## config.mk

```make
export PLATFORM = sky130hd
export DESIGN_NAME = mpsm_ctrl
export DESIGN_NICKNAME = d
export VERILOG_FILES = /design/src/sv/mpsm_pkg.sv /design/src/sv/mpsm_ctrl.sv
export SDC_FILE = /design/constraint.sdc
export NUM_CORES = 1
export LEC_CHECK = 0
export BUFFER_PORTS_ARGS = -buffer_cell sky130_fd_sc_hd__buf_2
export CAP_MARGIN = 10
export CORE_MARGIN = 3
export CORE_UTILIZATION = 45
export CTS_BUF_LIST = sky130_fd_sc_hd__clkbuf_2
export DETAILED_ROUTE_END_ITERATION = 8
export PLACE_DENSITY = 0.79
export SLEW_MARGIN = 20
export SYNTH_ARGS = -nofsm -noshare
export SYNTH_HDL_FRONTEND = slang
export SYNTH_SLANG_ARGS = --single-unit
```

## constraint.sdc

```tcl
create_clock -name i_clk -period 1.7 [get_ports i_clk]
set_input_delay 0.255 -clock i_clk [delete_from_list [all_inputs] [get_ports i_clk]]
set_output_delay 0.255 -clock i_clk [all_outputs]
set_load 0.02 [all_outputs]
```

## src/sv/mpsm_pkg.sv

```systemverilog
// shared types, codes and defaults for the multi-pattern string matcher
// no dependencies; used by the top level, mpsm_ctrl and mpsm_dp
`default_nettype none
package mpsm_pkg;

    localparam int MAX_NODES_DEF = 256;
    localparam int ALPHABET_DEF  = 26;

    // func codes of an input item
    localparam logic [1:0] FN_PAT   = 2'd0;
    localparam logic [1:0] FN_BUILD = 2'd1;
    localparam logic [1:0] FN_TEXT  = 2'd2;
    localparam logic [1:0] FN_CLEAR = 2'd3;

    // result status codes
    localparam logic [1:0] ST_OK      = 2'd0;
    localparam logic [1:0] ST_FULL    = 2'd1;
    localparam logic [1:0] ST_NOBUILD = 2'd2;

    // controller states, also the datapath operation codes
    localparam logic [4:0] OP_CLR    = 5'd0;
    localparam logic [4:0] OP_IDLE   = 5'd1;
    localparam logic [4:0] OP_DISP   = 5'd2;
    localparam logic [4:0] OP_P_RD   = 5'd3;
    localparam logic [4:0] OP_P_CHK  = 5'd4;
    localparam logic [4:0] OP_P_ZERO = 5'd5;
    localparam logic [4:0] OP_P_END  = 5'd6;
    localparam logic [4:0] OP_T_RD   = 5'd7;
    localparam logic [4:0] OP_T_MK   = 5'd8;
    localparam logic [4:0] OP_T_CHK  = 5'd9;
    localparam logic [4:0] OP_A_RD   = 5'd10;
    localparam logic [4:0] OP_A_CHK  = 5'd11;
    localparam logic [4:0] OP_B_NODE = 5'd12;
    localparam logic [4:0] OP_B_U    = 5'd13;
    localparam logic [4:0] OP_B_F    = 5'd14;
    localparam logic [4:0] OP_B_RV   = 5'd15;
    localparam logic [4:0] OP_B_RT   = 5'd16;
    localparam logic [4:0] OP_B_DEC  = 5'd17;
    localparam logic [4:0] OP_B_MT   = 5'd18;
    localparam logic [4:0] OP_B_MV   = 5'd19;
    localparam logic [4:0] OP_FIN    = 5'd20;

    typedef struct packed {
        logic [4:0] op;
    } t_cmd;

    typedef struct packed {
        logic [1:0] func;
        logic       last;
        logic       built;
        logic       spoiled;
        logic       bad;
        logic       child_zero;
        logic       full;
        logic       q_empty;
        logic       row_done;
        logic       v_zero;
    } t_stat;

endpackage
`default_nettype wire

```

## src/sv/mpsm_ctrl.sv

```systemverilog
// controller: sequences insert, build, scan and clear over the datapath
// depends on mpsm_pkg
`default_nettype none
module mpsm_ctrl (
    input  wire logic            i_clk,
    input  wire logic            i_rst_n,
    input  wire logic            i_in_fire,
    input  wire logic            i_out_free,
    input  wire mpsm_pkg::t_stat i_stat,
    output mpsm_pkg::t_cmd       o_cmd
);
    logic [4:0] r_state, n_state;
    logic       r_clr_ret, n_clr_ret;

    assign o_cmd.op = r_state;

    always_comb begin
        n_state   = r_state;
        n_clr_ret = r_clr_ret;
        unique case (r_state)
            mpsm_pkg::OP_CLR: begin
                if (i_stat.row_done) begin
                    n_state = r_clr_ret ? mpsm_pkg::OP_FIN : mpsm_pkg::OP_IDLE;
                end
            end
            mpsm_pkg::OP_IDLE: if (i_in_fire) n_state = mpsm_pkg::OP_DISP;
            mpsm_pkg::OP_DISP: begin
                unique case (i_stat.func)
                    mpsm_pkg::FN_PAT: begin
                        if (i_stat.built) n_state = mpsm_pkg::OP_FIN;
                        else if (i_stat.spoiled || i_stat.bad) n_state = mpsm_pkg::OP_P_END;
                        else n_state = mpsm_pkg::OP_P_RD;
                    end
                    mpsm_pkg::FN_BUILD: begin
                        n_state = i_stat.built ? mpsm_pkg::OP_FIN : mpsm_pkg::OP_A_RD;
                    end
                    mpsm_pkg::FN_TEXT: begin
                        n_state = i_stat.built ? mpsm_pkg::OP_T_RD : mpsm_pkg::OP_FIN;
                    end
                    default: begin
                        n_state   = mpsm_pkg::OP_CLR;
                        n_clr_ret = 1'b1;
                    end
                endcase
            end
            mpsm_pkg::OP_P_RD: n_state = mpsm_pkg::OP_P_CHK;
            mpsm_pkg::OP_P_CHK: begin
                n_state = (i_stat.child_zero && !i_stat.full)
                          ? mpsm_pkg::OP_P_ZERO : mpsm_pkg::OP_P_END;
            end
            mpsm_pkg::OP_P_ZERO: if (i_stat.row_done) n_state = mpsm_pkg::OP_P_END;
            mpsm_pkg::OP_P_END: n_state = mpsm_pkg::OP_FIN;
            mpsm_pkg::OP_T_RD:  n_state = mpsm_pkg::OP_T_MK;
            mpsm_pkg::OP_T_MK:  n_state = mpsm_pkg::OP_T_CHK;
            mpsm_pkg::OP_T_CHK: n_state = mpsm_pkg::OP_FIN;
            mpsm_pkg::OP_A_RD:  n_state = mpsm_pkg::OP_A_CHK;
            mpsm_pkg::OP_A_CHK: begin
                n_state = i_stat.row_done ? mpsm_pkg::OP_B_NODE : mpsm_pkg::OP_A_RD;
            end
            mpsm_pkg::OP_B_NODE: begin
                n_state = i_stat.q_empty ? mpsm_pkg::OP_FIN : mpsm_pkg::OP_B_U;
            end
            mpsm_pkg::OP_B_U:  n_state = mpsm_pkg::OP_B_F;
            mpsm_pkg::OP_B_F:  n_state = mpsm_pkg::OP_B_RV;
            mpsm_pkg::OP_B_RV: n_state = mpsm_pkg::OP_B_RT;
            mpsm_pkg::OP_B_RT: n_state = mpsm_pkg::OP_B_DEC;
            mpsm_pkg::OP_B_DEC: begin
                if (!i_stat.v_zero) n_state = mpsm_pkg::OP_B_MT;
                else if (i_stat.row_done) n_state = mpsm_pkg::OP_B_NODE;
                else n_state = mpsm_pkg::OP_B_RV;
            end
            mpsm_pkg::OP_B_MT: n_state = mpsm_pkg::OP_B_MV;
            mpsm_pkg::OP_B_MV: begin
                n_state = i_stat.row_done ? mpsm_pkg::OP_B_NODE : mpsm_pkg::OP_B_RV;
            end
            mpsm_pkg::OP_FIN: if (i_out_free) n_state = mpsm_pkg::OP_IDLE;
            default: n_state = mpsm_pkg::OP_IDLE;
        endcase
    end

    always_ff @(posedge i_clk) begin
        if (!i_rst_n) begin
            r_state   <= mpsm_pkg::OP_CLR;
            r_clr_ret <= 1'b0;
        end else begin
            r_state   <= n_state;
            r_clr_ret <= n_clr_ret;
        end
    end
endmodule
`default_nettype wire

```

* After elaboration in Yosys (flattened, before gate mapping) *
Cells that the tools add are included.

storage, ports and cells
  flip-flop bits (word level) = 6
  bits of input ports = 15
  output and inout port bits = 5
  word-level logic and storage cells = 54

cells by class
  equal/unequal tests = 26
  muxes and demuxes = 16
  bitwise logic cells = 1
  reduce and logical (&&, ||, !) cells = 9

operator list
  kind                                                             count
  5-bit case mux with 20 select lines                              1
  5-bit two-way mux                                                10
  5-bit by 4-bit == test with 1-bit output, second input constant  8
  5-bit == test, second input constant                             5
  5-bit by 3-bit == test with 1-bit output, second input constant  4
  5-bit case mux with 3 select lines                               1
  5-bit by 2-bit == test with 1-bit output, second input constant  2
  2-bit inequality test, second input constant                     4
  3-bit two-way mux                                                2
  5-bit by 1-bit == test with 1-bit output, second input constant  1
  5-bit logical NOT                                                1
  2-bit two-way mux                                                2
  4-bit AND reduction                                              1
  3-bit OR reduction                                               1
  2-bit by 1-bit == test with 1-bit output, second input constant  1
  2-bit == test, second input constant                             1
  2-bit logical NOT                                                1
  2-bit AND reduction                                              1
  2-bit OR reduction                                               1
  1-bit logical AND                                                1
  1-bit logical NOT                                                1
  1-bit logical OR                                                 1
  1-bit inverter                                                   1

* Depth between registers and ports, before layout *
Gate-level depths: netlist of run 1.

  depth in word-level cells = 5
  mapped depth = 6
  depth with buffers taken out = 4

* Worst setup path before layout of run 1 *
Ideal clock, no wire load.

  path type = reg2reg
  start point = register r_state[3], in the netlist o_cmd[3]
  end point = register r_state[2], in the netlist o_cmd[2]
  setup time = 0.088 ns
  arrival time = 1.476 ns
  data required time = 1.612 ns
  setup slack = 0.136 ns
  cell stages (with the launch flop) = 6
  buffers on the path = 1
  clock period less this slack = 1.564 ns
  cell sequence = dfxtp_1 buf_6 or4b_4 nor2_4 a22oi_1 a311oi_2

between the ends
  cells in the longest elaborated chain, start to end = 3
  elaborated cells on any way between the ends = 28
  those cells by class = eq/ne: 24; mux: 1; reduce/logical: 3

ends and longest elaborated chain
  element                                                                              line             source
  from (decl)                                                                          mpsm_ctrl.sv:12  logic [4:0] r_state, n_state;
  from (signal assigned)                                                               mpsm_ctrl.sv:83  r_state <= mpsm_pkg::OP_CLR;
  from (signal assigned)                                                               mpsm_ctrl.sv:86  r_state <= n_state;
  5-bit by 4-bit == test with 1-bit output (tied with other cells)                     mpsm_ctrl.sv:20  unique case (r_state)
  2-bit OR reduction (no source line) / 2-bit inequality test (equally long branches)  -
  5-bit case mux with 20 select lines / 4-bit AND reduction (equally long branches)    -

Several ways; a longest one is shown, not always the timed one.
A chain may end at the register's enable or synchronous reset.

* Final worst setup path of run 1 *
  start point = register r_state[4], in the netlist o_cmd[4]
  end point = register r_state[4], in the netlist o_cmd[4]

Same word-level chain as after synthesis.

==> results of run 1 <==
[metal layers]
| layer | vias up | part of all wire [%] |
|---|---|---|
| li1 | 451 | - |
| met1 | 399 | 44 |
| met2 | 36 | 48 |
| met3 | 6 | 5.3 |
| met4 | 0 | 2.6 |
| met5 | - | 0 |
[cells in the final DEF (no fill, tap or decap), types with 2 or more instances in the layout]
master	instances
sky130_fd_sc_hd__nand2_1	4
sky130_fd_sc_hd__clkbuf_2	3
sky130_fd_sc_hd__buf_4	9
sky130_fd_sc_hd__a211oi_1	2
sky130_fd_sc_hd__a31oi_1	4
sky130_fd_sc_hd__nand2b_1	4
sky130_fd_sc_hd__and4b_1	2
sky130_fd_sc_hd__nor2b_1	4
sky130_fd_sc_hd__and3_1	2
sky130_fd_sc_hd__o21ai_0	9
sky130_fd_sc_hd__inv_1	6
sky130_fd_sc_hd__nor2_1	7
sky130_fd_sc_hd__buf_2	18
sky130_fd_sc_hd__a21oi_1	11
sky130_fd_sc_hd__dfxtp_1	5
sky130_fd_sc_hd__nor3_1	3
sky130_fd_sc_hd__nand3_1	2
[power groups by stage]
| stage | sequential (mW) | clock, mW | combinational (mW) |
|---|---|---|---|
| 2_1_floorplan | 0.271 | 0 | 0.750 |
| 3_3_place_gp | 0.264 | 0 | 1.02 |
| 3_5_place_dp | 0.268 | 0 | 1.05 |
| 4_1_cts | 0.265 | 0.0963 | 1.06 |
| 5_1_grt | 0.281 | 0.107 | 1.17 |
| 6_report | 0.268 | 0.0933 | 1.06 |
[logic make-up (layout without fill, tap and decap cells)]
family | Yosys count | count (layout)
buffers and inverters | 17 | 38
AND/OR/NAND/NOR | 40 | 40
flip-flops | 6 | 6
AO/OA/AOI/OAI | 43 | 43
XOR/XNOR | 1 | 1
multiplexers | 1 | 1
[metrics by stage]
step           power, mW  instances  hold WS [ps]
2_1_floorplan      1.020        108         386.2
3_3_place_gp       1.289        150         460.0
3_5_place_dp       1.322        150         465.7
4_1_cts            1.418        153         306.3
5_1_grt            1.559        153         285.9
6_report           1.422        153         304.8
[worst max-delay path by stage]
stage                     slack (ps)       end  cells past startpoint      from
after global routing               1  o_cmd[4]                      4  o_cmd[4]
after global placement           110  o_cmd[4]                      4  o_cmd[4]
final                             70  o_cmd[4]                      4  o_cmd[4]
after floorplan                  140  o_cmd[2]                      5  o_cmd[3]
after detailed placement          80  o_cmd[4]                      4  o_cmd[4]
after CTS                         60  o_cmd[4]                      4  o_cmd[1]
[worst register-to-register path, cell delays in order (launching register included)]
cell                       delay (ps)
sky130_fd_sc_hd__dfxtp_1          380
sky130_fd_sc_hd__or4b_4           600
sky130_fd_sc_hd__a211oi_2         210
sky130_fd_sc_hd__a311oi_1         100
sky130_fd_sc_hd__a211oi_1         250
[flip-flops by register name, indices dropped and copies added (netlist names)]
| name | flops |
|---|---|
| o_cmd | 5 |
| r_clr_ret | 1 |
[cell type report]
type	instances	area share (%)
clock buffer	3	1.550
inverter	7	2.713
multi-input combinational	85	61.76
sequential	6	12.53
tap	24	3.101
timing repair buffer	28	18.35
[what timing repair did]
action	in CTS	in global routing
resized for setup	0	1
endpoints found under the setup margin	0	1
setup buffers	0	0
==> impl_summary.txt, run 1 <==
----------------------------------------------------
[Placed design]
  Count of port buffers added during placement ... 18
  DP HPWL ... 1.640 mm
  Weighted congestion at the end of routability-driven global placement ... about 0.87
  Area post-placement ... around 950 µm²
  Setup slack at placement ... approximately 80 ps

[Global route]
  GR Util met3 ... 3.690%
  Total global routing track utilization ... 19.79%
  GRT Residual Overflow ... 0
  Global-route wire length before repair ... about 3.3 mm
  Grt peak-use layer ... met2
  Initial antenna violation count ... 0
  GRT met1 Usage ... roughly 28%
  Met2 usage ... 30.21%
  Maximum number of pins on one net before global-route repair ... 17
  Number of global-route vias before repair ... 732

[CTS]
  Clock Latency Late Sink ... approximately 210 ps
  Number of clock buffers inserted by TritonCTS ... 3
  Clock tree from TritonCTS ... built
  CTS sink cnt ... 6
  Hold bufs inserted after CTS ... 0
  Clock-pin transition on the worst setup and hold timing paths ... ~60 ps
  CTS H-Tree Depth ... 1
  Buffer levels on the longest clock path ... 2
  Cell at the root of the clock tree ... sky130_fd_sc_hd__clkbuf_2

[Drt]
  Number of optimization iterations in the first detailed-route pass ... 4
  Total number of vias ... 892
  Vias per cell ... ~5.8
  Number of remaining DRC errors ... 0
  Routed Antenna Nets ... 0
  Routed length per placed instance ... 13.50 µm
  Iteration-0 DRC Markers ... 34
  Wire length after detailed routing ... between 2 and 2.5 mm

[Critical path]
  Crit end category ... register
  Critical path peak fanout ... 8
  Critical path buffers and inverters ... 0
  Worst path required time ... between 1500 and 2000 ps
  Type of the worst setup path ... register to register
  Worst path top cell family by delay ... simple AND/OR/NAND/NOR gates
  R2R Setup Slk ... 70 ps
  Launching point of the worst reg2reg path ... o_cmd[4]
  Reg2Reg Capture Point ... o_cmd[4]
  Ordered cell list for the critical path ... or4b_4, a211oi_2, a311oi_1, a211oi_1
  Launching element type of the critical path ... register
  WP data arrival ... 1750 ps
  Largest stage delay on the critical path ... approximately 600 ps
  Worst-path cell with the longest stage delay ... sky130_fd_sc_hd__or4b_4
  Worst reg-to-reg path cell count ... 4

[STA]
  Highest clock frequency the design can meet ... ~610 MHz
  Count of pins over their slew limit ... 0
  Summed negative setup slack over all endpoints ... 0 ps
  Relative slew margins ... about three quarters
  Number of hold violations in the final report ... 0
  Final Cycle Share ... between 90% and 100%
  Unrepaired setup endpoints after global routing ... false
  Final setup skew ... a little over 4 ps
  Min Tclk post-route ... around 1600 ps
  Worst-Margin Slew ... ~370 ps
  Final setup fails ... 0
  Setup slack after layout ... roughly 67 ps

[Pwr]
  Fraction of power consumed by the clock network ... 6.6%
  PwrDens ... around 1500 nW/µm²
  Internal Power ... 0.7122 mW
  Switching power share of the total ... around half
  Worst ir drop on vdd ... around 510 µV
  Proportion of power drawn by flip-flops and latches ... roughly a fifth
  Leak pwr ... roughly 0.4 nW
  Relative contribution of combinational cells to total power ... roughly 75%
  Switching power ... between 0.7 and 0.8 mW

[Synthesis]
  Dominant cells by area after synthesis ... sky130_fd_sc_hd__dfxtp_1, sky130_fd_sc_hd__a21oi_1, sky130_fd_sc_hd__buf_2, sky130_fd_sc_hd__o21ai_0, sky130_fd_sc_hd__a2111oi_4
  Post-synth cell types ... 48
  Complex-gate fraction of the synthesized area ... 39.69%
  Post-synthesis mux area share ... 1.250%
  Commonest cells post-synth ... sky130_fd_sc_hd__a21oi_1, sky130_fd_sc_hd__buf_2, sky130_fd_sc_hd__o21ai_0, sky130_fd_sc_hd__nor2_1
  Count of synthesis-stage warnings from yosys ... 0
  Gate count after technology mapping ... around 110
  Adder-cell share of the synthesized area ... 0%
  Predominant post-synthesis flop cell ... sky130_fd_sc_hd__dfxtp_1
  Simple-gate share of the synthesized area ... 32.66%
  Number of enable-type register cells in the synthesized netlist ... 0
  Number of storage elements in the synthesis netlist ... 6
  Most common cell in the synthesized netlist ... sky130_fd_sc_hd__a21oi_1
  Synth top area share ... between 10% and 20%
  Post-synthesis sequential area ratio ... about 15%
  Async set-or-reset flop fraction in the synthesized netlist ... 0%
  Post-Syn Nets ... approximately 120
  Largest family of logic cells by synthesized area ... compound AO/OA/AOI/OAI gates
  Synthesized cell area ... around 800 µm²
  Cell accounting for the most synthesized area ... sky130_fd_sc_hd__dfxtp_1
  Mean instance size in the synthesized netlist ... between 7 and 8 µm²
  Synthesized-area fraction occupied by xor and xnor cells ... roughly 1.1%

[Finish]
  Final Instance Area ... between 900 and 1000 µm²
  Proportion of layout cells with a drive suffix above 1 ... about a third
  Area of all sequential standard cells ... about 120 µm²
  Post-layout util ... between 60% and 70%
  Fill cells ... about 130
  Layout Nets ... about 150
  Layout overhead on the synthesized area ... 20.94%
  N_diodes ... 0
  Area occupied by multi-input gates ... between 500 and 600 µm²

[Hold path]
  Type of the most critical hold path ... input port to register
  Source of the worst hold timing path ... i_rst_n
  Hold Crit Endpoint ... o_cmd[1]
  Cell depth of the worst hold path ... 2

[Floorplanning]
  Total Die Area ... ~2300 µm²
  Die extent in x ... a little under 50 µm
  Starting Density ... 50.24%
  Area of the core ... approximately 1600 µm²
  Ports ... 20
  Row count ... 14
  Height of the die ... ~48 µm

[Outcome]
  Outcome ... complete, no violations

[Run]
  Max-cap check violation count ... 0

----------------------------------------------------
Power figures use the tool's default switching activity.
==> run 2, diff against run 1 <==
Clock period 1.7 ns to 1.95 ns, I/O delays scaled along.
==> run 2 against run 1 <==
Net effect: sequential power rose by 7.5%; critical path depth unchanged; worst hold slack better by 6.6 ps; final cell count decreased by 2.6%; cell area fell by 4.5%; count of clock-buffer cells in the layout is the same; utilization shrank 2.7 points; clock skew shrank 1.4 ps; register-to-register slack better by 170 ps; combinational power is 25% lower; highest routed layer unchanged.
==> impl_summary.txt, run 2 (synthesis results as in run 1) <==
----------------------------------------------------
[Hold path]
  Type of the most critical hold path ... input port to register
  Cell depth of the worst hold path ... 2 (unchanged)

[Floorplanning]
  Starting Density ... 50.24% (unchanged)
  Height of the die ... 48.19 µm (unchanged)
  Die extent in x ... 48.19 µm (unchanged)
  Total Die Area ... 2322 µm² (unchanged)
  Area of the core ... 1594 µm² (unchanged)
  Row count ... 14 (unchanged)
  Ports ... 20 (unchanged)

[Drt]
  Iteration-0 DRC Markers ... 22 (-35%)
  Routed Antenna Nets ... 0 (unchanged)
  Number of optimization iterations in the first detailed-route pass ... 4 (unchanged)
  Total number of vias ... 841 (-5.7%)
  Routed length per placed instance ... 13.17 µm (-2.5%)
  Number of remaining DRC errors ... 0 (unchanged)
  Vias per cell ... 5.644 (-3.2%)
  Wire length after detailed routing ... 1.962 mm (-5.0%)

[Global route]
  Global-route wire length before repair ... 3.153 mm (-5.8%)
  Initial antenna violation count ... 0 (unchanged)
  Total global routing track utilization ... 18.91% (-0.88 points)
  Number of global-route vias before repair ... 707 (-3.4%)
  GRT Residual Overflow ... 0 (unchanged)
  Maximum number of pins on one net before global-route repair ... 18 (+1)

[STA]
  Summed negative setup slack over all endpoints ... 0 ps (unchanged)
  Unrepaired setup endpoints after global routing ... false
  Final setup fails ... 0 (unchanged)
  Final setup skew ... 2.667 ps (-1.429 ps)
  Count of pins over their slew limit ... 0 (unchanged)
  Min Tclk post-route ... 1709 ps (+76.45 ps)
  Worst-Margin Slew ... 586.9 ps (+213.8 ps)
  Number of hold violations in the final report ... 0 (unchanged)
  Final Cycle Share ... 87.67% (-8.4 points)
  Relative slew margins ... 60.82% (-14 points)
  Highest clock frequency the design can meet ... 585.0 MHz (-4.5%)

[CTS]
  Post-CTS setup buffer count ... 0 (unchanged)
  Clock tree from TritonCTS ... built
  Hold bufs inserted after CTS ... 0 (unchanged)
  Clock Latency Late Sink ... 230 ps (+20 ps)
  Clock-pin transition on the worst setup and hold timing paths ... 60 ps (about the same)
  Quantity of gates resized following cts ... 0 (unchanged)
  Cell at the root of the clock tree ... sky130_fd_sc_hd__clkbuf_2
  Buffer levels on the longest clock path ... 2 (unchanged)
  CTS H-Tree Depth ... 1 (unchanged)
  CTS sink cnt ... 6 (unchanged)
  Number of clock buffers inserted by TritonCTS ... 3 (unchanged)

[Finish]
  Post-layout util ... 58.01% (-2.7 points)
  Fill cells ... 154 (+19%)
  Layout Cells excl Fill ... 149 (-2.6%)
  Layout Nets ... 142 (-2.7%)
  Layout overhead on the synthesized area ... 15.47%
  Proportion of layout cells with a drive suffix above 1 ... 30.40% (-2.9 points)
  N_diodes ... 0 (unchanged)
  Leading cell type in the layout, fill and taps excluded ... sky130_fd_sc_hd__buf_2
  Max reg flops ... 5 (unchanged)
  Most used cells in the layout excluding fill and tap cells ... sky130_fd_sc_hd__buf_2, sky130_fd_sc_hd__a21oi_1, sky130_fd_sc_hd__o21ai_0

[Pwr]
  Leak pwr ... 0.3780 nW (-5.8%)
  PwrDens ... 1271 nW/µm² (-13%)
  Worst ir drop on vdd ... 494.1 µV (-3.9%)

[Placed design]
  Count of port buffers added during placement ... 18 (unchanged)
  DP HPWL ... 1.529 mm (-6.8%)
  Weighted congestion at the end of routability-driven global placement ... 0.8672 (-0.42%)
  Cell count after placement ... 146 (-2.7%)

[Critical path]
  Type of the worst setup path ... register to register
  R2R Setup Slk ... 240 ps (+170 ps)
  Crit end category ... register
  Worst path required time ... 2090 ps (+270 ps)
  WP data arrival ... 1850 ps (+100 ps)
  Worst reg-to-reg path cell count ... 4 (unchanged)
  Critical path peak fanout ... 12 (+4)
  Launching element type of the critical path ... register

[Run]
  Max-cap check violation count ... 0 (unchanged)

[Outcome]
  Outcome ... complete, no violations

----------------------------------------------------
==> run 2: area by class of cell <==
type	count	area, µm²	share of cell area, %
Multi-Input combinational cell	85	598.1	64.68
Inverter	7	26.28	2.842
Sequential cell	6	120.1	12.99
Timing Repair Buffer	24	135.1	14.61
Clock buffer	3	15.01	1.624
Tap cell	24	30.03	3.248
==> run 2: metal layers <==
layer	GRT usage, %	wire length (µm)
met1	26.48	957
met4	6.989	32
met2	29.43	917
met5	0	0
met3	2.214	54
==> run 2: where the power goes <==
group	leakage, nW	total, mW	internal [mW]	switching (mW)
clock	0.0125	0.0875	0.0416	0.0459
combinational	0.316	0.799	0.362	0.437
sequential	0.0491	0.288	0.164	0.125
==> run 2: worst max-delay path, stage by stage (launching register included) <==
cell and delay, ps:
sky130_fd_sc_hd__dfxtp_1 560, sky130_fd_sc_hd__or4b_4 580, sky130_fd_sc_hd__nor2_4 120, sky130_fd_sc_hd__a22oi_1 100
sky130_fd_sc_hd__a311oi_2 260
==> run 2: through the flow <==
step / hold WS, ps / cell area, µm² / setup WS, ps / power (mW)
global route: 311.2 / 924.6 / 131.1 / 1.297
finish: 311.4 / 924.6 / 240.5 / 1.175
global placement: 467.0 / 909.6 / 260.6 / 1.062
floorplan: 423.7 / 800.8 / 386.4 / 0.8897
detailed placement: 474.4 / 909.6 / 256.6 / 1.085
CTS: 312.4 / 924.6 / 242.8 / 1.173
==> run 2: worst paths after layout <==
check | start | endpoint
worst min register to register | r_clr_ret | r_clr_ret
worst min-delay path | i_rst_n | o_cmd[1]
worst max register to register | o_cmd[1] | o_cmd[2]
worst max-delay path | o_cmd[1] | o_cmd[2]
==> run 3, diff against run 2 <==
Settings changed: ABC_AREA from default to 1, CTS_BUF_LIST sky130_fd_sc_hd__clkbuf_2 to sky130_fd_sc_hd__clkbuf_16, PLACE_DENSITY 0.79 to 0.8, TNS_END_PERCENT from default to 30.
==> run 3 against run 2 <==
Net effect: register-to-register slack improved by 100 ps; clock power rose to 3.7 times the previous value; fmax rose by 6.5%; clock skew barely moved; combinational power fell by 24%; final cell count rose by 25%; routed wire length rose by 10%; cell area rose by 0.81%; via count rose by 21%; global-route usage rose by 1.3 points; die area fell by 5.3%; critical endpoint is now o_cmd[0]; largest cell class unchanged.
==> impl_summary.txt, run 3 <==
----------------------------------------------------
[Outcome]
  Outcome ... complete, no violations

[Placed design]
  Area post-placement ... 857.1 µm² (-5.8%)
  Weighted congestion at the end of routability-driven global placement ... 0.9736 (+12%)
  DP HPWL ... 1.706 mm (+12%)
  Cell count after placement ... 183 (+25%)
  Count of port buffers added during placement ... 18 (unchanged)
  Setup slack at placement ... 390.2 ps (+133.6 ps)

[Synthesis]
  Count of synthesis-stage warnings from yosys ... 0 (unchanged)
  Dominant cells by area after synthesis ... sky130_fd_sc_hd__nand2_1, sky130_fd_sc_hd__dfxtp_1, sky130_fd_sc_hd__nor2_1, sky130_fd_sc_hd__nand3_1, sky130_fd_sc_hd__inv_1
  Post-synth cell types ... 19 (-60%)
  Number of storage elements in the synthesis netlist ... 6 (unchanged)
  Number of enable-type register cells in the synthesized netlist ... 0 (unchanged)
  Gate count after technology mapping ... 150 (+39%)
  Commonest cells post-synth ... sky130_fd_sc_hd__nand2_1, sky130_fd_sc_hd__nor2_1, sky130_fd_sc_hd__inv_1, sky130_fd_sc_hd__nand3_1
  Post-Syn Nets ... 165 (+34%)
  Predominant post-synthesis flop cell ... sky130_fd_sc_hd__dfxtp_1
  Cell accounting for the most synthesized area ... sky130_fd_sc_hd__nand2_1
  Synth top area share ... 25.46% (+10 points)
  Synthesized cell area ... 752.0 µm² (-6.1%)
  Most common cell in the synthesized netlist ... sky130_fd_sc_hd__nand2_1
  Mean instance size in the synthesized netlist ... 5.013 µm² (-32%)
  Post-synthesis sequential area ratio ... 15.97% (+0.97 points)
  Async set-or-reset flop fraction in the synthesized netlist ... 0% (unchanged)

[Floorplanning]
  Height of the die ... 46.88 µm (-2.7%)
  Row count ... 14 (unchanged)
  Ports ... 20 (unchanged)
  Die extent in x ... 46.88 µm (-2.7%)
  Starting Density ... 48.78% (-1.5 points)
  Area of the core ... 1541 µm² (-3.3%)
  Total Die Area ... 2198 µm² (-5.3%)

[Critical path]
  Type of the worst setup path ... register to register
  Launching element type of the critical path ... register
  Worst-path cell with the longest stage delay ... sky130_fd_sc_hd__dfxtp_1
  WP data arrival ... 1720 ps (-130 ps)
  First element of the critical path ... o_cmd[0]
  Worst path required time ... 2060 ps (-30 ps)
  CP Capture Point ... o_cmd[0]
  Largest stage delay on the critical path ... 470 ps (-110 ps)
  CP most frequent cell ... sky130_fd_sc_hd__nor2_1
  Crit end category ... register
  Worst reg-to-reg path cell count ... 9 (+5)
  Reg2Reg Capture Point ... o_cmd[0]
  Launching point of the worst reg2reg path ... o_cmd[0]
  Ordered cell list for the critical path ... inv_1, nor2_1, nand3_1, o21ai_0, nor2_1, nand2_1, nand2_1, nor2_1, nor2_1
  R2R Setup Slk ... 340 ps (+100 ps)
  Critical path peak fanout ... 9 (-3)

[STA]
  Final Cycle Share ... 82.32% (-5.3 points)
  Worst-Margin Slew ... 375.9 ps (-211.0 ps)
  Unrepaired setup endpoints after global routing ... false
  Final setup fails ... 0 (unchanged)
  Final setup skew ... 2.455 ps (-0.2115 ps)
  Setup slack after layout ... 344.7 ps (+104.2 ps)
  Min Hold Slack ... 332.5 ps (+21.14 ps)
  Relative slew margins ... 74.90% (+14 points)
  Min Tclk post-route ... 1605 ps (-104.2 ps)
  Number of hold violations in the final report ... 0 (unchanged)
  Count of pins over their slew limit ... 0 (unchanged)
  Summed negative setup slack over all endpoints ... 0 ps (unchanged)
  Highest clock frequency the design can meet ... 622.9 MHz (+6.5%)

[Finish]
  N_diodes ... 0 (unchanged)
  Leading cell type in the layout, fill and taps excluded ... sky130_fd_sc_hd__nand2_1
  Area of all sequential standard cells ... 120.1 µm² (unchanged)
  Layout Nets ... 187 (+32%)
  Area occupied by multi-input gates ... 551.8 µm² (-7.7%)
  Most used cells in the layout excluding fill and tap cells ... sky130_fd_sc_hd__nand2_1, sky130_fd_sc_hd__nor2_1, sky130_fd_sc_hd__buf_2
  Proportion of layout cells with a drive suffix above 1 ... 18.24% (-12 points)
  Final Instance Area ... 932.1 µm² (+0.81%)
  Post-layout util ... 60.47% (+2.5 points)
  Layout overhead on the synthesized area ... 23.96%
  Fill cells ... 167 (+8.4%)
  Layout Cells excl Fill ... 186 (+25%)
  Max reg flops ... 5 (unchanged)

[Drt]
  Vias per cell ... 5.478 (-2.9%)
  Number of optimization iterations in the first detailed-route pass ... 4 (unchanged)
  Number of remaining DRC errors ... 0 (unchanged)
  Routed Antenna Nets ... 0 (unchanged)
  Wire length after detailed routing ... 2.159 mm (+10%)
  Routed length per placed instance ... 11.61 µm (-12%)
  Total number of vias ... 1019 (+21%)
  Iteration-0 DRC Markers ... 67 (+200%)

[Global route]
  Global-route wire length before repair ... 3.284 mm (+4.2%)
  GRT Residual Overflow ... 0 (unchanged)
  GRT met1 Usage ... 26.71% (+0.24 points)
  Total global routing track utilization ... 20.17% (+1.3 points)
  Initial antenna violation count ... 0 (unchanged)
  Maximum number of pins on one net before global-route repair ... 10 (-8)
  Number of global-route vias before repair ... 810 (+15%)
  Grt peak-use layer ... met2
  GR Util met3 ... 4.598% (+2.4 points)
  Met2 usage ... 34.69% (+5.3 points)

[CTS]
  Clock tree from TritonCTS ... built
  Clock-pin transition on the worst setup and hold timing paths ... 30 ps (-30 ps)
  Cell at the root of the clock tree ... sky130_fd_sc_hd__clkbuf_16
  Quantity of gates resized following cts ... 0 (unchanged)
  Hold bufs inserted after CTS ... 0 (unchanged)
  Number of clock buffers inserted by TritonCTS ... 3 (unchanged)
  CTS sink cnt ... 6 (unchanged)
  CTS H-Tree Depth ... 1 (unchanged)
  Buffer levels on the longest clock path ... 2 (unchanged)
  Clock Latency Late Sink ... 220 ps (about the same)
  Post-CTS setup buffer count ... 0 (unchanged)

[Pwr]
  Worst ir drop on vdd ... 1053 µV (+110%)
  Power consumption ... 1.136 mW (-3.4%)
  PwrDens ... 1218 nW/µm² (-4.1%)
  Leak pwr ... 0.5172 nW (+37%)

[Run]
  Max-cap check violation count ... 0 (unchanged)

[Hold path]
  Type of the most critical hold path ... input port to register

----------------------------------------------------
[run 3: changes by cell type in the layout (fill, tap and decap cells not counted), sizes merged, moves of 5 or more]
cell	delta
inv	+11
nand2	+47
nand3	+12
buf	-5
nor2	+27
[run 3: routing by layer]
metal / vias up / routed length (µm)
li1: 518 / -
met1: 448 / 917
met2: 51 / 1039
met3: 2 / 183
met4: 0 / 19
met5: - / 0
[run 3: layout make-up]
| type | instances | area share [%] |
|---|---|---|
| multi-input cells | 124 | 59.19 |
| flip-flops and latches | 6 | 12.89 |
| repair buffers | 19 | 10.47 |
| clock buffers | 3 | 8.054 |
| inverters | 18 | 7.248 |
| well taps | 16 | 2.148 |
[run 3: critical path, delay by kind of cell, from the launching register on]
kind / cells / cell delay [ps]
AO/OA/AOI/OAI: 1 / 120
buffers and inverters: 1 / 130
flip-flops: 1 / 470
AND/OR/NAND/NOR: 7 / 770
[run 3: cell families after synthesis]
kind of cell / share of synthesized area, %
buffers and inverters: 10.65
DFF: 15.97
and+or+nand+nor: 61.56
xor gates and xnor gates: 1.165
AOI/OAI and AO/OA: 10.65
[run 3: how the worst min path moves through the flow]
stage	start	end	slack (ps)	depth (start not counted)
after floorplan	i_rst_n	o_cmd[0]	430	2
after global placement	r_clr_ret	r_clr_ret	480	2
after detailed placement	r_clr_ret	r_clr_ret	480	2
after CTS	i_rst_n	o_cmd[0]	320	3
after global routing	i_rst_n	o_cmd[0]	370	3
final	i_rst_n	o_cmd[0]	330	3
[run 3: where the power goes]
group,leakage [nW],switching (mW),internal [mW]
clock network,0.0370,0.0606,0.262
logic,0.431,0.403,0.202
registers,0.0489,0.0546,0.153
total,0.517,0.519,0.617
